==> src/rtl/core/z80alu_pkg.sv <==
// z80alu_pkg: shared types, operation codes, flag positions and flag helpers
// for the z80 alu. No dependencies; the channel interfaces and the top level import it.
package z80alu_pkg;

	typedef logic [4:0]  action_t;
	typedef logic [15:0] word_t;
	typedef logic [7:0]  byte_t;
	typedef logic [2:0]  bitnum_t;

	localparam action_t ACT_INC       = 5'd0;
	localparam action_t ACT_DEC       = 5'd1;
	localparam action_t ACT_ADD       = 5'd2;
	localparam action_t ACT_ADC       = 5'd3;
	localparam action_t ACT_SUB       = 5'd4;
	localparam action_t ACT_SBC       = 5'd5;
	localparam action_t ACT_AND       = 5'd6;
	localparam action_t ACT_OR        = 5'd7;
	localparam action_t ACT_XOR       = 5'd8;
	localparam action_t ACT_CP        = 5'd9;
	localparam action_t ACT_ADD16     = 5'd10;
	localparam action_t ACT_ADC16     = 5'd11;
	localparam action_t ACT_SBC16     = 5'd12;
	localparam action_t ACT_RLC       = 5'd13;
	localparam action_t ACT_RRC       = 5'd14;
	localparam action_t ACT_RL        = 5'd15;
	localparam action_t ACT_RR        = 5'd16;
	localparam action_t ACT_SLA       = 5'd17;
	localparam action_t ACT_SRA       = 5'd18;
	localparam action_t ACT_SRL       = 5'd19;
	localparam action_t ACT_SLL       = 5'd20;
	localparam action_t ACT_BIT       = 5'd21;
	localparam action_t ACT_BITMEMPTR = 5'd22;
	localparam action_t ACT_SET       = 5'd23;
	localparam action_t ACT_RES       = 5'd24;

	// flag byte bit positions
	localparam int unsigned FLAG_S  = 7;
	localparam int unsigned FLAG_Z  = 6;
	localparam int unsigned FLAG_5  = 5;
	localparam int unsigned FLAG_H  = 4;
	localparam int unsigned FLAG_3  = 3;
	localparam int unsigned FLAG_PV = 2;
	localparam int unsigned FLAG_N  = 1;
	localparam int unsigned FLAG_C  = 0;

	// sign, zero and the two undocumented bits of an 8-bit value
	function automatic byte_t sz35(input byte_t v);
		byte_t f;
		f = 8'h00;
		f[FLAG_S] = v[7];
		f[FLAG_Z] = (v == 8'h00);
		f[FLAG_5] = v[5];
		f[FLAG_3] = v[3];
		return f;
	endfunction

	// sz35 plus parity (pv set on even parity)
	function automatic byte_t szp35(input byte_t v);
		byte_t f;
		f = sz35(v);
		f[FLAG_PV] = ~^v;
		return f;
	endfunction

endpackage

==> src/rtl/core/z80alu_req_if.sv <==
// z80alu_req_if: request channel of the z80 alu, valid/ready plus the operation fields.
// Depends on z80alu_pkg.
interface z80alu_req_if import z80alu_pkg::*; ();
	logic    valid;
	logic    ready;
	action_t action;
	word_t   first_operand;
	word_t   second_operand;
	byte_t   flags_in;
	bitnum_t bit_number;
	word_t   memptr_in;

	modport source (
		output valid, action, first_operand, second_operand, flags_in, bit_number, memptr_in,
		input  ready
	);
	modport sink (
		input  valid, action, first_operand, second_operand, flags_in, bit_number, memptr_in,
		output ready
	);
endinterface

==> src/rtl/core/z80alu_rsp_if.sv <==
// z80alu_rsp_if: result channel of the z80 alu, valid/ready plus result, flags and memptr.
// Depends on z80alu_pkg.
interface z80alu_rsp_if import z80alu_pkg::*; ();
	logic  valid;
	logic  ready;
	word_t result_value;
	byte_t flags_out;
	word_t memptr_out;
	logic  memptr_written;

	modport source (
		output valid, result_value, flags_out, memptr_out, memptr_written,
		input  ready
	);
	modport sink (
		input  valid, result_value, flags_out, memptr_out, memptr_written,
		output ready
	);
endinterface

==> src/rtl/core/z80_alu_with_flags.sv <==
// z80_alu_with_flags: z80 alu with full flag generation (undocumented bits 3/5 included).
// Structure: input register (stage 1), one pass of alu logic, result register (stage 2).
// Throughput: one beat per cycle while the result channel is not stalled.
// A held result stalls requests only once stage 1 is full as well; stage 1 drains into stage 2.
// Reset (arst_n low, asynchronous) clears the two stage valid bits only.
// Depends on z80alu_pkg, z80alu_req_if and z80alu_rsp_if.
module z80_alu_with_flags
	import z80alu_pkg::*;
(
	input  logic          clk,
	input  logic          arst_n,
	z80alu_req_if.sink    req,
	z80alu_rsp_if.source  rsp
);

	// stage 1: registered request
	logic    valid_s1;
	action_t action_s1;
	word_t   op1_s1;
	word_t   op2_s1;
	byte_t   flags_s1;
	bitnum_t bitnum_s1;
	word_t   memptr_s1;

	// stage 2: registered result
	logic    valid_s2;
	word_t   result_s2;
	byte_t   flags_s2;
	word_t   memptr_s2;
	logic    mpw_s2;

	logic    adv_s2;
	logic    take_s1;

	assign adv_s2  = !valid_s2 || rsp.ready;
	assign take_s1 = !valid_s1 || adv_s2;
	assign req.ready = take_s1;

	always_ff @(posedge clk or negedge arst_n) begin
		if (!arst_n) begin
			valid_s1 <= 1'b0;
			valid_s2 <= 1'b0;
		end else begin
			if (take_s1) begin
				valid_s1 <= req.valid;
			end
			if (adv_s2) begin
				valid_s2 <= valid_s1;
			end
		end
	end

	always_ff @(posedge clk) begin
		if (req.valid && take_s1) begin
			action_s1 <= req.action;
			op1_s1    <= req.first_operand;
			op2_s1    <= req.second_operand;
			flags_s1  <= req.flags_in;
			bitnum_s1 <= req.bit_number;
			memptr_s1 <= req.memptr_in;
		end
	end

	// operand views
	byte_t a;
	byte_t r;
	logic  cin;
	byte_t mask;
	logic  cin8;
	logic  cin16;
	byte_t inc8;
	byte_t dec8;
	logic [8:0]  add9;
	logic [8:0]  sub9;
	logic [16:0] add17;
	logic [16:0] sub17;
	logic        is16;

	assign a     = op1_s1[7:0];
	assign r     = op2_s1[7:0];
	assign cin   = flags_s1[FLAG_C];
	assign mask  = 8'(8'h01 << bitnum_s1);
	assign cin8  = (action_s1 == ACT_ADC || action_s1 == ACT_SBC) ? cin : 1'b0;
	assign cin16 = (action_s1 == ACT_ADD16) ? 1'b0 : cin;
	assign inc8  = r + 8'h01;
	assign dec8  = r - 8'h01;
	assign add9  = {1'b0, a} + {1'b0, r} + {8'h00, cin8};
	assign sub9  = {1'b0, a} - {1'b0, r} - {8'h00, cin8};
	assign add17 = {1'b0, op1_s1} + {1'b0, op2_s1} + {16'h0000, cin16};
	assign sub17 = {1'b0, op1_s1} - {1'b0, op2_s1} - {16'h0000, cin16};
	assign is16  = (action_s1 == ACT_ADD16 || action_s1 == ACT_ADC16 ||
	                action_s1 == ACT_SBC16);

	// rotate and shift unit
	byte_t sh_res;
	logic  sh_cout;

	always_comb begin
		sh_res  = r;
		sh_cout = 1'b0;
		case (action_s1)
			ACT_RLC: begin sh_res = {r[6:0], r[7]};  sh_cout = r[7]; end
			ACT_RL:  begin sh_res = {r[6:0], cin};   sh_cout = r[7]; end
			ACT_SLA: begin sh_res = {r[6:0], 1'b0};  sh_cout = r[7]; end
			ACT_SLL: begin sh_res = {r[6:0], 1'b1};  sh_cout = r[7]; end
			ACT_RRC: begin sh_res = {r[0], r[7:1]};  sh_cout = r[0]; end
			ACT_RR:  begin sh_res = {cin, r[7:1]};   sh_cout = r[0]; end
			ACT_SRA: begin sh_res = {r[7], r[7:1]};  sh_cout = r[0]; end
			ACT_SRL: begin sh_res = {1'b0, r[7:1]};  sh_cout = r[0]; end
			default: begin sh_res = r;               sh_cout = 1'b0; end
		endcase
	end

	// main alu
	word_t res_c;
	byte_t flags_c;
	byte_t ar8;
	logic [16:0] ar16;

	always_comb begin
		res_c   = op1_s1;
		flags_c = flags_s1;
		ar8     = 8'h00;
		ar16    = 17'h00000;
		case (action_s1)
			ACT_INC: begin
				res_c = {8'h00, inc8};
				flags_c = sz35(inc8);
				flags_c[FLAG_H]  = (inc8[3:0] == 4'h0);
				flags_c[FLAG_PV] = (inc8 == 8'h80);
				flags_c[FLAG_C]  = cin;
			end
			ACT_DEC: begin
				res_c = {8'h00, dec8};
				flags_c = sz35(dec8);
				flags_c[FLAG_H]  = (r[3:0] == 4'h0);
				flags_c[FLAG_PV] = (dec8 == 8'h7f);
				flags_c[FLAG_N]  = 1'b1;
				flags_c[FLAG_C]  = cin;
			end
			ACT_ADD, ACT_ADC: begin
				ar8 = add9[7:0];
				res_c = {8'h00, ar8};
				flags_c = sz35(ar8);
				flags_c[FLAG_H]  = a[4] ^ r[4] ^ add9[4];
				flags_c[FLAG_PV] = (a[7] ^ add9[7]) & (r[7] ^ add9[7]);
				flags_c[FLAG_C]  = add9[8];
			end
			ACT_SUB, ACT_SBC, ACT_CP: begin
				ar8 = sub9[7:0];
				flags_c = sz35(ar8);
				flags_c[FLAG_H]  = a[4] ^ r[4] ^ sub9[4];
				flags_c[FLAG_PV] = (a[7] ^ r[7]) & (a[7] ^ sub9[7]);
				flags_c[FLAG_N]  = 1'b1;
				flags_c[FLAG_C]  = sub9[8];
				if (action_s1 == ACT_CP) begin
					// compare keeps a and takes bits 3 and 5 from the operand
					res_c = {8'h00, a};
					flags_c[FLAG_5] = r[5];
					flags_c[FLAG_3] = r[3];
				end else begin
					res_c = {8'h00, ar8};
				end
			end
			ACT_AND: begin
				ar8 = a & r;
				res_c = {8'h00, ar8};
				flags_c = szp35(ar8);
				flags_c[FLAG_H] = 1'b1;
			end
			ACT_OR: begin
				ar8 = a | r;
				res_c = {8'h00, ar8};
				flags_c = szp35(ar8);
			end
			ACT_XOR: begin
				ar8 = a ^ r;
				res_c = {8'h00, ar8};
				flags_c = szp35(ar8);
			end
			ACT_ADD16, ACT_ADC16, ACT_SBC16: begin
				flags_c = 8'h00;
				if (action_s1 == ACT_SBC16) begin
					ar16 = sub17;
					flags_c[FLAG_N]  = 1'b1;
					flags_c[FLAG_PV] = (op1_s1[15] ^ op2_s1[15]) & (op1_s1[15] ^ sub17[15]);
				end else begin
					ar16 = add17;
					flags_c[FLAG_PV] = (op1_s1[15] ^ add17[15]) & (op2_s1[15] ^ add17[15]);
				end
				res_c = ar16[15:0];
				flags_c[FLAG_S] = ar16[15];
				flags_c[FLAG_Z] = (ar16[15:0] == 16'h0000);
				flags_c[FLAG_5] = ar16[13];
				flags_c[FLAG_H] = op1_s1[12] ^ op2_s1[12] ^ ar16[12];
				flags_c[FLAG_3] = ar16[11];
				flags_c[FLAG_C] = ar16[16];
				if (action_s1 == ACT_ADD16) begin
					// 16-bit add leaves s, z and pv alone
					flags_c[FLAG_S]  = flags_s1[FLAG_S];
					flags_c[FLAG_Z]  = flags_s1[FLAG_Z];
					flags_c[FLAG_PV] = flags_s1[FLAG_PV];
				end
			end
			ACT_RLC, ACT_RRC, ACT_RL, ACT_RR, ACT_SLA, ACT_SRA, ACT_SRL, ACT_SLL: begin
				res_c = {8'h00, sh_res};
				flags_c = szp35(sh_res);
				flags_c[FLAG_C] = sh_cout;
			end
			ACT_BIT, ACT_BITMEMPTR: begin
				res_c = {8'h00, a};
				flags_c = 8'h00;
				flags_c[FLAG_C]  = cin;
				flags_c[FLAG_H]  = 1'b1;
				flags_c[FLAG_Z]  = ((r & mask) == 8'h00);
				flags_c[FLAG_PV] = ((r & mask) == 8'h00);
				flags_c[FLAG_S]  = (bitnum_s1 == 3'd7) && r[7];
				if (action_s1 == ACT_BIT) begin
					flags_c[FLAG_5] = r[5];
					flags_c[FLAG_3] = r[3];
				end else begin
					flags_c[FLAG_5] = memptr_s1[13];
					flags_c[FLAG_3] = memptr_s1[11];
				end
			end
			ACT_SET: begin
				res_c = {8'h00, r | mask};
			end
			ACT_RES: begin
				res_c = {8'h00, r & ~mask};
			end
			default: begin
				res_c   = op1_s1;
				flags_c = flags_s1;
			end
		endcase
	end

	always_ff @(posedge clk) begin
		if (valid_s1 && adv_s2) begin
			result_s2 <= res_c;
			flags_s2  <= flags_c;
			memptr_s2 <= is16 ? (op1_s1 + 16'h0001) : memptr_s1;
			mpw_s2    <= is16;
		end
	end

	assign rsp.valid          = valid_s2;
	assign rsp.result_value   = result_s2;
	assign rsp.flags_out      = flags_s2;
	assign rsp.memptr_out     = memptr_s2;
	assign rsp.memptr_written = mpw_s2;

`ifndef SYNTHESIS
	// an accepted request beat always lands in stage 1
	a_req_lands: assert property (@(posedge clk) disable iff (!arst_n)
		req.valid && req.ready |=> valid_s1)
		else $error("accepted request beat missing from stage 1");

	// a stage-1 item blocked by a full output register stays put
	a_s1_holds: assert property (@(posedge clk) disable iff (!arst_n)
		valid_s1 && !adv_s2 |=> valid_s1 && $stable(action_s1) && $stable(op1_s1))
		else $error("stage 1 item lost while output stalled");

	// memptr write flag follows the operation that moved into stage 2
	a_mpw_match: assert property (@(posedge clk) disable iff (!arst_n)
		valid_s1 && adv_s2 |=> rsp.valid && (rsp.memptr_written == $past(is16)))
		else $error("memptr write flag does not match the operation");
`endif

endmodule

==> src/flat_wrapper.sv <==
// flat-port wrapper written by rule: the top's interface ports become plain ports
module z80_alu_with_flags_flat import z80alu_pkg::*;
  (clk, arst_n, req_valid, req_action, req_first_operand, req_second_operand, req_flags_in, req_bit_number, req_memptr_in, req_ready, rsp_valid, rsp_result_value, rsp_flags_out, rsp_memptr_out, rsp_memptr_written, rsp_ready);
  z80alu_req_if req_i ();
  z80alu_rsp_if rsp_i ();
  input  logic clk;
  input  logic arst_n;
  input wire logic [$bits(req_i.valid)-1:0] req_valid;
  input wire logic [$bits(req_i.action)-1:0] req_action;
  input wire logic [$bits(req_i.first_operand)-1:0] req_first_operand;
  input wire logic [$bits(req_i.second_operand)-1:0] req_second_operand;
  input wire logic [$bits(req_i.flags_in)-1:0] req_flags_in;
  input wire logic [$bits(req_i.bit_number)-1:0] req_bit_number;
  input wire logic [$bits(req_i.memptr_in)-1:0] req_memptr_in;
  output wire logic [$bits(req_i.ready)-1:0] req_ready;
  output wire logic [$bits(rsp_i.valid)-1:0] rsp_valid;
  output wire logic [$bits(rsp_i.result_value)-1:0] rsp_result_value;
  output wire logic [$bits(rsp_i.flags_out)-1:0] rsp_flags_out;
  output wire logic [$bits(rsp_i.memptr_out)-1:0] rsp_memptr_out;
  output wire logic [$bits(rsp_i.memptr_written)-1:0] rsp_memptr_written;
  input wire logic [$bits(rsp_i.ready)-1:0] rsp_ready;
  assign req_i.valid = req_valid;
  assign req_i.action = req_action;
  assign req_i.first_operand = req_first_operand;
  assign req_i.second_operand = req_second_operand;
  assign req_i.flags_in = req_flags_in;
  assign req_i.bit_number = req_bit_number;
  assign req_i.memptr_in = req_memptr_in;
  assign req_ready = req_i.ready;
  assign rsp_valid = rsp_i.valid;
  assign rsp_result_value = rsp_i.result_value;
  assign rsp_flags_out = rsp_i.flags_out;
  assign rsp_memptr_out = rsp_i.memptr_out;
  assign rsp_memptr_written = rsp_i.memptr_written;
  assign rsp_i.ready = rsp_ready;
  z80_alu_with_flags u_core (.clk(clk), .arst_n(arst_n), .req(req_i), .rsp(rsp_i));
endmodule
==> config.mk <==
export PLATFORM = sky130hd
export DESIGN_NAME = z80_alu_with_flags_flat
export DESIGN_NICKNAME = d
export VERILOG_FILES = /design/src/rtl/core/z80alu_pkg.sv /design/src/rtl/core/z80alu_req_if.sv /design/src/rtl/core/z80alu_rsp_if.sv /design/src/rtl/core/z80_alu_with_flags.sv /design/src/flat_wrapper.sv
export SDC_FILE = /design/constraint.sdc
export NUM_CORES = 1
export LEC_CHECK = 0
export ABC_AREA = 1
export ABC_CLOCK_PERIOD_IN_PS = 8400
export BUFFER_PORTS_ARGS = -buffer_cell sky130_fd_sc_hd__buf_4
export CORE_ASPECT_RATIO = 1.2
export CORE_MARGIN = 8
export CORE_UTILIZATION = 25
export CTS_CLUSTER_DIAMETER = 80
export DETAILED_ROUTE_END_ITERATION = 10
export GPL_ROUTABILITY_DRIVEN = 0
export HOLD_SLACK_MARGIN = 0.05
export PLACE_DENSITY_LB_ADDON = 0.12
export SYNTH_ARGS = -nofsm -noshare
export SYNTH_HDL_FRONTEND = slang
export SYNTH_SLANG_ARGS = --single-unit
==> constraint.sdc <==
create_clock -name clk -period 8.4 [get_ports clk]
set_input_delay 0.84 -clock clk [delete_from_list [all_inputs] [get_ports clk]]
set_output_delay 0.84 -clock clk [all_outputs]
set_load 0.05 [all_outputs]
==> results of run 1 <==
[layout make-up]
class	instances	area [µm²]	share of cell area
Sequential cell	107	3200	0.294
Clock inverter	7	86.3	0.00792
Multi-Input combinational cell	900	5200	0.477
Inverter	189	717	0.0658
Timing Repair Buffer	116	871	0.0799
Tap cell	474	593	0.0544
Clock buffer	9	225	0.0207
[cells by family after synthesis]
group                    share of synthesized area
AO/OA/AOI/OAI                               0.0948
XOR/XNOR                                    0.0439
adder cells (fa/ha/maj)                      0.129
buffers and inverters                       0.0865
flip-flops                                   0.349
AND/OR/NAND/NOR                              0.297
[layer usage]
layer / wire, µm / up-vias / global-route usage
met4: 965 / 0 / 0.0644
met1: 16300 / 4265 / 0.214
li1: - / 4258 / -
met5: 0 / - / 0
met3: 1530 / 38 / 0.0209
met2: 18500 / 245 / 0.292
[stage by stage]
stage	worst slack (ns)	cells	utilization
global placement	4.21	1786	0.290
floorplan	4.90	1212	-
global route	3.70	1802	0.298
detailed placement	4.07	1786	0.290
finish	4.00	1802	0.298
CTS	4.03	1802	0.298
[sequential cells by signal (all words and copies together), names as in the netlist, 3 cells and up]
signal and count:
u_core.memptr_s1 16, u_core.op1_s1 16, u_core.op2_s1 16, u_core.rsp.memptr_out 16
u_core.rsp.result_value 16, u_core.flags_s1 8, u_core.rsp.flags_out 8, u_core.action_s1 5
u_core.bitnum_s1 3
[placed cells by master (no fill, tap or decap), drive strengths merged, types with 2 or more instances in the layout]
| cell | n |
|---|---|
| dfrtp | 2 |
| ha | 82 |
| a21oi | 57 |
| a211oi | 4 |
| o22ai | 23 |
| nand4 | 28 |
| and3 | 2 |
| a221oi | 2 |
| clkinv | 4 |
| edfxtp | 105 |
| clkbuf | 9 |
| inv | 190 |
| o221ai | 3 |
| xor2 | 34 |
| o21ai | 48 |
| nor3 | 18 |
| nor4 | 7 |
| a31oi | 2 |
| nand3b | 6 |
| or2 | 3 |
| o211ai | 5 |
| fa | 8 |
| and2 | 4 |
| o31ai | 2 |
| xnor2 | 12 |
| nor2 | 111 |
| nand3 | 115 |
| o2111ai | 2 |
| nand2 | 315 |
| buf | 116 |
[critical path, cell delays in order (launching register included)]
cell and delay, ns:
edfxtp_1 0.49, nor2_4 0.23, inv_2 0.04, nor3_1 0.43, inv_1 0.27, a211oi_1 0.43
inv_1 0.10, fa_1 0.42, fa_1 0.44, o21ai_0 0.18, nand2_1 0.13, a21oi_1 0.28
xor2_1 0.18, nor2_1 0.05, nor3_1 0.33, nand3_1 0.13
[power by group]
group	leakage, nW	switching, W	internal, W
Sequential	1.03	0.0000462	0.000659
Clock	0.148	0.000225	0.000237
Combinational	3.83	0.000553	0.000249
[final timing paths]
path	from	to	slack [ns]	cells past startpoint
max	u_core.action_s1[3]	u_core.rsp.flags_out[0]	4.00	15
min	arst_n	u_core.valid_s1	0.22	1
max reg2reg	u_core.action_s1[3]	u_core.rsp.flags_out[0]	4.00	15
min reg2reg	u_core.memptr_s1[1]	u_core.rsp.memptr_out[1]	0.51	2
max in group asynchronous	arst_n	u_core.rsp.valid	8.09	1
min in group clk	u_core.memptr_s1[1]	u_core.rsp.memptr_out[1]	0.51	2
==> metrics.md, run 1 <==
| Metric | Value |
|---|---|
| WHS | around 0.22 ns |
| Post-synth EDFFs | 105 |
| Hold Path Class | in -> async |
| Ys async rst share | 0.0187 |
| Fillers | between 3k and 4k |
| Critical path endpoint category | flop |
| Top cell type's share of synthesized area | 0.343 |
| Final #Nets | ~1.5k |
| Synth Flop Type | edfxtp_1 |
| Initial antenna violation count | 0 |
| Outcome | finished, final reports clean |
| Yosys cell types | 52 |
| DR pass1 iterations | 6 |
| Top cells by instance count after synthesis | nand2_1, inv_1, nand3_1 |
| Vias in the first global route | a little under 9k |
| Number of max-cap violations | 0 |
| Slew Limit Fails | 0 |
| Final setup fails | 0 |
| ANT cells | 0 |
| Yosys top cell by area | edfxtp_1 |
| Die width | around 190 µm |
| First-pass GRT wire length | 54600 µm |
| Post-Route Setup TNS | 0 ns |
| Via Count | 8806 |
| Die footprint | roughly 43000 µm² |
| HPWL after DPL | 30100 µm |
| Final min period | approximately 4.4 ns |
| Die Y | between 200 and 250 µm |
| Mapped Area | between 9000 and 10000 µm² |
| Clk sink count | 107 |
| Rel. slew slack | 0.397 |
| Row cnt | 77 |
| Worst-Margin Slew | 0.904 ns |
| Most common cell in the netlist | nand2_1 |
| Share of cells above drive strength 1 | 0.132 |
| H-tree levels | 3 |
| Clock Path Buffers | 2 |
| Routed len/inst | between 20 and 25 µm |
| Unrepaired setup endpoints after global routing | false |
| Design area | 10900 µm² |
| Setup crit start kind | flop |
| Hold Fails Final Rpt | 0 |
| Core area | ~37000 µm² |
| Fmax achieved | around 230 MHz |
| Inserted Clock Buffers | 9 |
| Clock skew | ~0.018 ns |
| Worst endpoint required time | ~8.5 ns |
| Worst skew pair latency | between 0.3 and 0.4 ns |
| Worst Path Max Fanout | 6 |
| GR Util All Layers | 0.170 |
| Initial DRC Count | 640 |
| Largest net degree at the start of global routing | 65 |
| DR vias/cell | just under 5 |
| Synthesized flop and latch total | between 100 and 150 |
| Clock-pin slew on the worst setup and hold paths | ~0.08 ns |
| Static Leak | about 5 nW |
| Tcrit/Tclk final | 0.524 |
| Ports | roughly 110 |
| Sequential element share of the synthesized area | 0.349 |
| Synthesized area per cell | around 7.6 µm² |
| Syn Inst Count | 1212 |
| # resized after CTS | 0 |
| Post-CTS setup buffers | 0 |
| Top post-synthesis cells by area | edfxtp_1, nand2_1, ha_1 |
| Ys Warns | 0 |
| Cell Area, Placed | 10600 µm² |
| WS Path Type | reg -> reg |
| Mapped Nets | 1370 |
| Hold_buf cts | 0 |
| Grt total ovfl | 0 |
| CTS tree | built |
| Total power | 0.00197 W |
| Post-route ant nets | 0 |
| Final routed DRC violation total | 0 |
| Post-Route WL | ~37000 µm |
| Maximum VDD drop | around 0.00019 V |
| Layout overhead on the synthesized area | 18.6% |
| Pwr dens | 181 nW/µm² |
| Clock root buffer | clkbuf_16 |
| Worst path arrival time | roughly 4.5 ns |
| Starting Density | 0.252 |
| Port Buffers | between 100 and 150 |
No activity file was read; power rests on OpenSTA's default activity.
==> run 2: changes to the inputs <==
Settings changed: ABC_AREA 1 to 0, ABC_CLOCK_PERIOD_IN_PS 8400 to 4240.
Clock period 8.4 ns to 4.24 ns, I/O delays scaled along.
==> run 2 against run 1 <==
Compared with the run above: cell count is 12% lower; global-route usage fell by 0.17 points; setup slack got worse by 3.8 ns; sequential power rose by 89%; total power grew 87%; utilization grew 1.3 points; sequential share of layout area is 0.57 points lower; synthesized cell count decreased by 21%.
==> metrics.md, run 2 <==
| Metric | Value |
|---|---|
| Yosys cell types | 77 (+48%) |
| Worst path arrival time | 4.23 ns (-0.29 ns) |
| Hold Fails Final Rpt | 0 (unchanged) |
| Initial DRC Count | 636 (-0.63%) |
| Vias in the first global route | 8401 (-4.3%) |
| Worst Path Max Fanout | 4 (-2) |
| Synthesized area per cell | 9.35 µm² (+23%) |
| Final #Nets | 1265 (-15%) |
| HPWL after DPL | 28200 µm (-6.3%) |
| Rel. slew slack | 0.166 (-0.231) |
| First-pass GRT wire length | 53700 µm (-1.8%) |
| Final routed DRC violation total | 0 (unchanged) |
| Row cnt | 76 (-1.3%) |
| Worst skew pair latency | 0.37 ns (-0.02 ns) |
| Final min period | 4.02 ns (-0.381 ns) |
| Ports | 111 (unchanged) |
| Largest net degree at the start of global routing | 65 (unchanged) |
| Clock root buffer | clkbuf_16 |
| Post-synth EDFFs | 105 (unchanged) |
| Unrepaired setup endpoints after global routing | false |
| Worst-Margin Slew | 1.24 ns (+0.337 ns) |
| Top cells by instance count after synthesis | edfxtp_1, ha_1, nand2_1 |
| Mapped Nets | 1117 (-18%) |
| Pwr dens | 332 nW/µm² (+84%) |
| DR pass1 iterations | 5 (-1) |
| Post-Route Setup TNS | 0 ns (unchanged) |
| Most frequent cells in the layout | buf_4, edfxtp_1, ha_1 |
| Final setup fails | 0 (unchanged) |
| Critical path endpoint category | flop |
| Most common cell in the netlist | edfxtp_1 |
| Syn Inst Count | 959 (-21%) |
| Worst endpoint required time | 4.45 ns (-4.07 ns) |
| Number of max-cap violations | 0 (unchanged) |
| WS Path Type | reg -> reg |
| Synthesized flop and latch total | 107 (unchanged) |
| Tcrit/Tclk final | 0.947 (+0.424) |
| Final Core Density | 0.312 (+0.0132) |
| CTS tree | built |
| Sequential element share of the synthesized area | 0.357 (+0.00847) |
| Die Y | 223 µm (-1.1%) |
| FF+latch area | 3200 µm² (unchanged) |
| Static Leak | 4.48 nW (-11%) |
| ANT cells | 0 (unchanged) |
| Inserted Clock Buffers | 9 (unchanged) |
| Port Buffers | 110 (unchanged) |
| Clock Path Buffers | 2 (unchanged) |
| Area of the multi-input gates | 5410 µm² (+4.0%) |
| Ys Warns | 0 (unchanged) |
| Synth Flop Type | edfxtp_1 |
| Maximum VDD drop | 0.000190 V (+2.8%) |
| Top cell type's share of synthesized area | 0.352 (+0.00833) |
| Outcome | finished, final reports clean |
| Hold Path Class | in -> reg |
| Fillers | 3800 (-4.3%) |
| Layout overhead on the synthesized area | 23.9% |
| Top post-synthesis cells by area | edfxtp_1, ha_1, xnor2_1 |
| Yosys top cell by area | edfxtp_1 |
| Clock-pin slew on the worst setup and hold paths | 0.09 ns (about the same) |
| Core area | 35700 µm² (-2.3%) |
| Share of cells above drive strength 1 | 0.200 (+0.0679) |
| Post-Route WL | 36000 µm (-3.1%) |
| Slew Limit Fails | 0 (unchanged) |
| H-tree levels | 3 (unchanged) |
| Grt total ovfl | 0 (unchanged) |
| Post-route ant nets | 0 (unchanged) |
| R2r setup slk | 0.22 ns (-3.78 ns) |
| Clk sink count | 107 (unchanged) |
| GR Util All Layers | 0.168 (-0.00173) |
| Initial antenna violation count | 0 (unchanged) |
| Ys async rst share | 0.0187 (unchanged) |
| Setup crit start kind | flop |
| Via Count | 8076 (-8.3%) |
| Mapped Area | 8970 µm² (-2.4%) |
| Starting Density | 0.251 (about the same) |
| Routed len/inst | 22.8 µm (+10%) |
| DR vias/cell | 5.11 (+4.6%) |
| Fmax achieved | 249 MHz (+9.5%) |
| Commonest non-fill, non-tap cell in the layout | buf_4 |
| Clock skew | 0.0176 ns (+0.0000466 ns) |
| Die width | 189 µm (-1.1%) |
| Die footprint | 42200 µm² (-2.2%) |
-- run 2: cell count changes after synthesis, sizes merged, moves of 11 or more --
| cell | before | now |
|---|---|---|
| a21o | 0 | 15 |
| nand2 | 315 | 79 |
| mux2i | 0 | 19 |
| xnor2 | 12 | 63 |
| inv | 188 | 72 |
| nand3 | 115 | 22 |
| a21oi | 57 | 68 |
| clkbuf | 6 | 27 |
| nor2 | 111 | 68 |
| nand2b | 0 | 19 |
| nand4 | 28 | 13 |
| xor2 | 34 | 13 |
-- run 2: final timing paths --
path / startpoint / end / cells past startpoint
worst max register to register: u_core.action_s1[2] / u_core.rsp.flags_out[6] / 18
max in group asynchronous: arst_n / u_core.valid_s1 / 2
worst min register to register: u_core.valid_s1 / u_core.rsp.valid / 1
min in group asynchronous: arst_n / u_core.rsp.valid / 2
worst max-delay path: u_core.action_s1[2] / u_core.rsp.flags_out[6] / 18
worst min-delay path: req_second_operand[15] / u_core.op2_s1[15] / 1
-- run 2: cells by family after synthesis --
family / share of synthesized area
AOI/OAI and AO/OA: 0.202
xor gates and xnor gates: 0.0767
adders and majority gates: 0.132
buffers and inverters: 0.0498
DFF: 0.357
muxes: 0.0237
and+or+nand+nor: 0.158
-- run 2: worst max-delay path: stages (launching register included) --
cell	delay (ns)
edfxtp_1	0.40
nand2b_4	0.17
nor2_4	0.12
nand2_2	0.10
nand2_2	0.11
inv_1	0.06
fa_2	0.56
inv_1	0.05
ha_1	0.17
o21ai_1	0.13
buf_4	0.14
nand2_1	0.08
xor2_1	0.16
mux2i_1	0.18
nand4_1	0.17
or4b_4	0.53
a2111oi_4	0.39
a21oi_1	0.11
nor3_1	0.22
-- run 2: report_power, final --
| group | switching (W) | total [W] | internal, W |
|---|---|---|---|
| Sequential | 0.0000545 | 0.00133 | 0.00127 |
| Combinational | 0.000945 | 0.00152 | 0.000578 |
| Clock | 0.000433 | 0.000840 | 0.000407 |
-- run 2: timing repair --
item / 4_1_cts / 5_1_grt
pin swaps: 0 / 6
endpoints found under the hold margin: 2 / 0
buffers inserted: 1 / 3
gates resized for setup: 4 / 9
hold buffers: 1 / 0
endpoints found under the setup margin: 1 / 4
-- run 2: layer usage --
metal	GRT usage	part of all wire	routed length (µm)
met4	0.0674	0.039	1420
met1	0.203	0.42	15000
met5	0	0	0
met3	0.0297	0.052	1890
met2	0.291	0.49	17700
-- run 2: cell type report --
class                      instances  area share
tap                              468      0.0527
clock buffer                      10      0.0206
multi-input combinational        736       0.487
inverter                          73      0.0247
clock inverter                     6     0.00417
sequential                       107       0.288
timing repair buffer             180       0.123
-- run 2: metrics by stage --
| step | std cells | worst slack, ns | power (W) | area [µm²] | hold WS (ns) |
|---|---|---|---|---|---|
| 2_1_floorplan | 959 | 0.0215 | 0.00230 | 8970 | 0.128 |
| 3_3_place_gp | 1559 | -0.00399 | 0.00285 | 10700 | 0.209 |
| 3_5_place_dp | 1559 | -0.0926 | 0.00284 | 10700 | 0.210 |
| 4_1_cts | 1577 | 0.00241 | 0.00371 | 11000 | 0.205 |
| 5_1_grt | 1580 | 0.00406 | 0.00388 | 11100 | 0.207 |
| 6_report | 1580 | 0.223 | 0.00369 | 11100 | 0.226 |
